==> src/sv/cobs_dfr_pkg.sv <==
// Shared types and constants for the COBS stream packet deframer.
// No dependencies; imported by the step logic and the top level.
`default_nettype none

package cobs_dfr_pkg;

    // Stream byte codes
    localparam logic [7:0] BYTE_DELIM    = 8'h00;
    localparam logic [7:0] CODE_FULL_GRP = 8'hFF;

    // Header sizes in decoded bytes
    localparam logic [1:0] HDR_LEN_RELIABLE = 2'd1;
    localparam logic [1:0] HDR_LEN_FULL     = 2'd3;

    // Header byte slots
    localparam logic [1:0] HDR_SLOT_HEADER = 2'd0;
    localparam logic [1:0] HDR_SLOT_SEQ    = 2'd1;

    // Configuration port
    localparam int unsigned ADDR_W    = 3;
    localparam int unsigned DATA_W    = 32;
    localparam logic        REG_RELIABLE_MODE = 1'b0;  // word address of reliable_mode

    // Deframer state carried from one stream byte to the next
    typedef struct packed {
        logic [7:0] group_left;
        logic       zero_pending;
        logic [1:0] decoded_count;
        logic [7:0] header;
        logic [7:0] seq;
        logic       guaranteed;
        logic [7:0] held_byte;
        logic       held_valid;
    } dfr_state_t;

    // One result item
    typedef struct packed {
        logic [7:0] header;
        logic [7:0] seq_num;
        logic       guaranteed;
        logic [7:0] payload_byte;
        logic       payload_valid;
        logic       last;
    } dfr_result_t;

endpackage

`default_nettype wire

==> src/sv/cobs_dfr_step.sv <==
// Next-state and result logic for one encoded byte of the deframer.
// Depends on cobs_dfr_pkg for the state and result structs.
`default_nettype none

module cobs_dfr_step (
    input  wire logic                      reliable_mode,
    input  wire logic [7:0]                in_byte,
    input  wire cobs_dfr_pkg::dfr_state_t  state,
    output cobs_dfr_pkg::dfr_state_t       state_next,
    output cobs_dfr_pkg::dfr_result_t      result,
    output logic                           emit
);
    import cobs_dfr_pkg::*;

    logic [1:0] hdr_len;
    logic       take;
    logic [7:0] dec_byte;

    assign hdr_len = reliable_mode ? HDR_LEN_RELIABLE : HDR_LEN_FULL;

    always_comb
    begin
        state_next = state;
        take       = 1'b0;
        dec_byte   = 8'h00;
        emit       = 1'b0;

        // Header fields show the current registers; reliable mode zeroes seq_num and guaranteed
        result.header        = state.header;
        result.seq_num       = reliable_mode ? 8'h00 : state.seq;
        result.guaranteed    = reliable_mode ? 1'b0 : state.guaranteed;
        result.payload_byte  = state.held_byte;
        result.payload_valid = 1'b1;
        result.last          = 1'b0;

        if (in_byte == BYTE_DELIM)
        begin
            // Close the frame; report it only if the header is complete
            emit                 = (state.decoded_count >= hdr_len);
            result.last          = 1'b1;
            result.payload_valid = state.held_valid;
            result.payload_byte  = state.held_valid ? state.held_byte : 8'h00;
            state_next.group_left    = 8'h00;
            state_next.zero_pending  = 1'b0;
            state_next.decoded_count = 2'd0;
            state_next.held_valid    = 1'b0;
        end
        else if (state.group_left == 8'h00)
        begin
            // Code byte: release the previous group's zero, open a new group
            take                    = state.zero_pending;
            dec_byte                = 8'h00;
            state_next.zero_pending = (in_byte != CODE_FULL_GRP);
            state_next.group_left   = in_byte - 8'd1;
        end
        else
        begin
            // Literal byte inside a group
            take                  = 1'b1;
            dec_byte              = in_byte;
            state_next.group_left = state.group_left - 8'd1;
        end

        // Route the decoded byte to a header slot or the payload hold stage
        if (take)
        begin
            if (state.decoded_count < hdr_len)
            begin
                case (state.decoded_count)
                    HDR_SLOT_HEADER: state_next.header     = dec_byte;
                    HDR_SLOT_SEQ:    state_next.seq        = dec_byte;
                    default:         state_next.guaranteed = (dec_byte != 8'h00);
                endcase
                state_next.decoded_count = state.decoded_count + 2'd1;
            end
            else
            begin
                emit                  = state.held_valid;
                state_next.held_byte  = dec_byte;
                state_next.held_valid = 1'b1;
            end
        end
    end

endmodule

`default_nettype wire

==> src/sv/cobs_stream_packet_deframer_core.sv <==
// COBS stream packet deframer: top level with handshakes, config port and registers.
// Depends on cobs_dfr_pkg and cobs_dfr_step.
//
// Usage:
//   Encoded bytes enter on the in_* valid/ready channel, one per request. A zero
//   byte ends a frame. Decoded frames leave on the out_* channel: each payload
//   byte is reported once the next one is decoded, and the delimiter produces
//   the final result of a frame with last set (payload_valid low if the frame
//   had no payload). Frames shorter than their header are dropped silently.
//   reliable_mode (APB, word 0) selects a one-byte header instead of three.
// Timing:
//   One request per cycle while no result is stalled. A result is visible in the
//   cycle after the byte that causes it is accepted; the decode state and the result
//   register are both updated at that edge by a single level of step logic.
// Stall:
//   in_ready is high while the result register is empty or being taken, so a
//   stalled receiver holds the result and back-pressures the input until it is taken.
// Reset:
//   rst_n clears the decode state, the header registers, reliable_mode and the
//   result register; in_ready is high out of reset, as the result register starts empty.
`default_nettype none

module cobs_stream_packet_deframer_core (
    input  wire logic                                   clk,
    input  wire logic                                   rst_n,
    // Encoded byte stream
    input  wire logic                                   in_valid,
    output logic                                        in_ready,
    input  wire logic [7:0]                             in_byte,
    // Decoded results
    output logic                                        out_valid,
    input  wire logic                                   out_ready,
    output logic [7:0]                                  header,
    output logic [7:0]                                  seq_num,
    output logic                                        guaranteed,
    output logic [7:0]                                  payload_byte,
    output logic                                        payload_valid,
    output logic                                        last,
    // Configuration
    input  wire logic                                   psel,
    input  wire logic                                   penable,
    input  wire logic                                   pwrite,
    input  wire logic [cobs_dfr_pkg::ADDR_W-1:0]        paddr,
    input  wire logic [cobs_dfr_pkg::DATA_W-1:0]        pwdata,
    output logic [cobs_dfr_pkg::DATA_W-1:0]             prdata,
    output logic                                        pready
);
    import cobs_dfr_pkg::*;

    dfr_state_t  state_reg;
    dfr_state_t  state_next;
    dfr_result_t res_reg;
    dfr_result_t res_next;
    logic        emit;
    logic        out_valid_reg;
    logic        out_valid_next;
    logic        reliable_reg;
    logic        in_fire;
    logic        cfg_wr;
    logic        sel_reliable;

    // Decode one byte
    cobs_dfr_step u_step (
        .reliable_mode (reliable_reg),
        .in_byte       (in_byte),
        .state         (state_reg),
        .state_next    (state_next),
        .result        (res_next),
        .emit          (emit)
    );

    // Handshakes
    assign in_ready = !out_valid_reg || out_ready;
    assign in_fire  = in_valid && in_ready;

    always_comb
    begin
        if (in_fire)
            out_valid_next = emit;
        else if (out_ready)
            out_valid_next = 1'b0;
        else
            out_valid_next = out_valid_reg;
    end

    // Configuration register access
    assign pready       = 1'b1;
    assign sel_reliable = (paddr[ADDR_W-1] == REG_RELIABLE_MODE);
    assign cfg_wr       = psel && penable && pwrite && sel_reliable;
    assign prdata       = sel_reliable ? {{(DATA_W-1){1'b0}}, reliable_reg} : '0;

    // Hold decode state, config and result valid
    always_ff @(posedge clk or negedge rst_n)
    begin
        if (!rst_n)
        begin
            state_reg     <= '0;
            out_valid_reg <= 1'b0;
            reliable_reg  <= 1'b0;
        end
        else
        begin
            if (in_fire)
                state_reg <= state_next;
            out_valid_reg <= out_valid_next;
            if (cfg_wr)
                reliable_reg <= pwdata[0];
        end
    end

    // Load the result payload
    always_ff @(posedge clk or negedge rst_n)
    begin
        if (!rst_n)
            res_reg <= '0;
        else if (in_fire && emit)
            res_reg <= res_next;
    end

    assign out_valid     = out_valid_reg;
    assign header        = res_reg.header;
    assign seq_num       = res_reg.seq_num;
    assign guaranteed    = res_reg.guaranteed;
    assign payload_byte  = res_reg.payload_byte;
    assign payload_valid = res_reg.payload_valid;
    assign last          = res_reg.last;

endmodule

`default_nettype wire

==> config.mk <==
export PLATFORM = sky130hd
export DESIGN_NAME = cobs_stream_packet_deframer_core
export DESIGN_NICKNAME = d
export VERILOG_FILES = /design/src/sv/cobs_dfr_pkg.sv /design/src/sv/cobs_dfr_step.sv /design/src/sv/cobs_stream_packet_deframer_core.sv
export SDC_FILE = /design/constraint.sdc
export NUM_CORES = 1
export LEC_CHECK = 0
export BUFFER_PORTS_ARGS = -buffer_cell sky130_fd_sc_hd__buf_2
export CAP_MARGIN = 20
export CORE_MARGIN = 2
export CORE_UTILIZATION = 35
export CTS_CLUSTER_DIAMETER = 30
export DETAILED_ROUTE_END_ITERATION = 12
export PLACE_DENSITY = 0.57
export SETUP_SLACK_MARGIN = 0.05
export SLEW_MARGIN = 20
export SYNTH_ARGS = -nofsm -noshare
export SYNTH_HDL_FRONTEND = slang
export SYNTH_SLANG_ARGS = --single-unit
==> constraint.sdc <==
create_clock -name clk -period 4.2 [get_ports clk]
set_input_delay 0.84 -clock clk [delete_from_list [all_inputs] [get_ports clk]]
set_output_delay 0.84 -clock clk [all_outputs]
set_load 0.02 [all_outputs]
==> reports/results.md <==
* **family of cells with the greatest summed delay on the critical path** simple AND/OR/NAND/NOR gates
* **RSZ-0062 raised after global routing** no
* **CP required** 4.45 ns
* **drt wl/cell** 15.3 um
* **Die ar.** 0.0104 mm^2
* **Setup Buffers After CTS** 0
* **master cell of the clock root buffer** clkbuf_8
* **arrival time at the worst endpoint** 3.08 ns
* **Worst-path clk slew** 0.08 ns
* **setup TNS** 0 ns
* **die extent in y** 102 um
* **cell breakdown of the critical path** or3_4 > nor4_4 > o21a_1 > nand2b_4 > mux2_4
* **antenna violations before repair** 0
* **Synth Area in Adders** 1.49%
* **post-route non-filler standard cell count** 482
* **Max-Slew Margin vs Limit** 45.6%
* **vias per std cell** 4.91
* **highest-delay cell along the critical path** o21a_1
* **Achievable Freq** 353 MHz
* **wire length of the first global-routing pass** 12.3 mm
* **GR Util All Layers** 15.6%
* **min Tclk post-route** 2.83 ns
* **number of failing setup endpoints in the final timing report** 0
* **Congestion Overflow GR** 0
* **number of buffers created by CTS** 9
* **Final Skew** 0.0102 ns
* **largest net degree at the start of global routing** 44
* **DR vias** 2369
* **proportion of synthesized area in mux cells** 11.9%
* **library cell with the largest summed area after synthesis** dfrtp_1
* **final routed DRC violation total** 0
* **final worst path period share** 67.4%
* **total routed wirelength** 7.39 mm
* **sequential share of the synthesized area** 49.3%
* **Buf+Inv Stages, Crit Path** 0
* **Netlist cell types** 48
* **Longest Clk Path Bufs** 2
* **initial core utilization** 36.2%
* **IO Count** 112
* **post-synthesis share of cell area spent on and, or, nand and nor gates** 14.8%
* **Final Slew Violations** 0
* **top cell type's share of synthesized area** 49.3%
* **clock latency on the worst-skew pair** 0.36 ns
* **highest cell delay on the worst timing path** 0.63 ns
* **Hold Crit Class** in2async
* **instance count after placement with tap cells included** 466
* **First-pass DRT Iterations** 4
* **dominant combinational cell family by area after synthesis** simple AND/OR/NAND/NOR gates
* **cell types occupying the most area after synthesis** dfrtp_1 (49%), mux2_2 (10%), buf_4 (7.4%)
* **critical path launch point** state_reg[32]$_DFFE_PN0P_
* **H-tree levels** 3
* **antenna-violating nets left** 0
* **final weighted congestion in routability-driven placement** 0.859
* **cell count after synthesis** 303
* **CP startpoint kind** flip-flop
* **Final Net Count** 402
* **total count of hold-check failures in the final report** 0
* **core region area** 0.00924 mm^2
* **power density of the placed cells** 753 mW/mm^2
* **final antenna diode count** 0
* **maximum resistive drop on vdd** 0.241 mV
* **post-detail-place hpwl** 5.20 mm
* **Layout area overhead** 13.0%
* **kind of end point of the critical path** flip-flop
* **static leakage** 0.00171 uW
* **complex-gate fraction of the synthesized area** 12.5%
* **synthesis-stage register bit count** 66
* **prevailing post-synth register cell** dfrtp_1
* **TritonCTS clock tree** done
* **number of buffers added on ports** 46
* **start of the worst register-to-register path** state_reg[32]$_DFFE_PN0P_
* **kind of critical path** reg2reg
* **asr flop ratio synth** 100%
* **Synthesis Warnings** 0
* **average instance area after synthesis** 11.1 um^2
* **cell area after synthesis** 0.00335 mm^2
* **peak fanout along the critical path** 20
* **fraction of final layout cells with drive strength greater than 1** 30.0%
* **horizontal die dimension** 102 um
* **CTS Sinks** 66
* **number of global-route vias before repair** 2374
* **Worst Max-Slew Pin Slew** 0.810 ns
* **number of flops mapped to enable cells by yosys** 0
* **Iter 0 DRT Violations** 109
* **Post-CTS Hold Buffers** 0
* **CTS-repair resized insts** 0
* **flip-flop count of the largest register, all copies and words added** 37
* **std cell rows** 35
* **xor and xnor area share after synthesis** 0%
* **status** finished clean
* **MaxCap Viol Count** 0
==> layer usage <==
| layer | share of wire [%] | GRT usage [%] | vias up |
|---|---|---|---|
| met4 | 1.6 | 5.30 | 0 |
| met2 | 47 | 24.3 | 76 |
| met1 | 47 | 21.1 | 1166 |
| met5 | 0 | 0 | - |
| met3 | 4.6 | 4.28 | 13 |
| li1 | - | - | 1114 |
==> where the power goes <==
part,internal (uW),switching [uW],total [uW]
registers,939,186,1120
logic,478,629,1110
clock network,340,277,617
total,1760,1090,2850
==> per-stage QoR <==
step	cell area, um^2	worst slack, ns	hold slack (ns)	power (uW)	util (%)
finish	3780	1.37	0.463	2850	40.9
global route	3780	1.13	0.499	3060	40.9
CTS	3780	1.35	0.488	2870	40.9
detailed placement	3560	1.09	0.471	2250	38.5
global placement	3560	1.10	0.479	2220	38.5
floorplan	3460	1.83	0.474	1970	-
==> path summary, 6_finish.rpt <==
path / to / slack, ns / cells after the start
worst max-delay path: header[7]$_DFFE_PN0P_ / 1.37 / 5
worst min register to register: payload_byte[1]$_DFFE_PN0P_ / 0.50 / 1
worst min-delay path: state_reg[29]$_DFFE_PN0P_ / 0.46 / 1
max in group asynchronous: state_reg[17]$_DFFE_PN0P_ / 2.78 / 2
min in group clk: payload_byte[1]$_DFFE_PN0P_ / 0.50 / 1
worst max register to register: header[7]$_DFFE_PN0P_ / 1.37 / 5
==> synthesized netlist by cell type (2+ instances only) <==
cell	instances
o31ai_1	2
mux2_4	2
nand2_1	13
buf_4	33
nand4_1	3
or3_1	2
inv_1	4
nor4_1	3
nor4_4	2
a31oi_1	6
o2bb2ai_1	8
o211ai_1	2
buf_6	2
a21o_1	2
and2_1	10
a2111oi_0	2
nand2b_1	12
dfrtp_1	66
conb_1	2
nand3_1	10
a22o_1	3
mux2_2	31
nor3_1	8
ha_1	4
a21oi_1	5
mux2i_1	2
nor2_1	10
clkbuf_1	3
nand2_2	2
o21ai_0	27
buf_2	5
==> logic make-up (layout without fill, tap and decap cells) <==
group	Yosys count	in the layout
and+or+nand+nor	84	84
buffers and inverters	48	68
DFF	66	66
muxes	35	35
adders and majority gates	4	4
AOI/OAI and AO/OA	64	64
other	2	32
==> layout by cell type (no fill, tap or decap), drive strengths merged, types with 3 or more instances in the layout <==
| cell | instances |
|---|---|
| nor4 | 5 |
| inv | 5 |
| ha | 4 |
| o2bb2ai | 8 |
| clkinv | 4 |
| nand2b | 13 |
| nand3 | 10 |
| nor3 | 9 |
| and2 | 10 |
| a31oi | 6 |
| clkbuf | 9 |
| a21oi | 5 |
| nand2 | 15 |
| dfrtp | 66 |
| conb | 32 |
| nand4 | 3 |
| or3 | 3 |
| o21ai | 27 |
| mux2 | 33 |
| nor2 | 11 |
| a22o | 3 |
| buf | 48 |
==> area by class of cell <==
| cell class | instances | area (um^2) |
|---|---|---|
| well taps | 129 | 161 |
| fillers | 918 | 5460 |
| inverters | 4 | 15.0 |
| multi-input cells | 219 | 1480 |
| clock inverters | 7 | 103 |
| clock buffers | 9 | 124 |
| repair buffers | 48 | 245 |
| flip-flops and latches | 66 | 1650 |
Power figures use the tool's default switching activity.
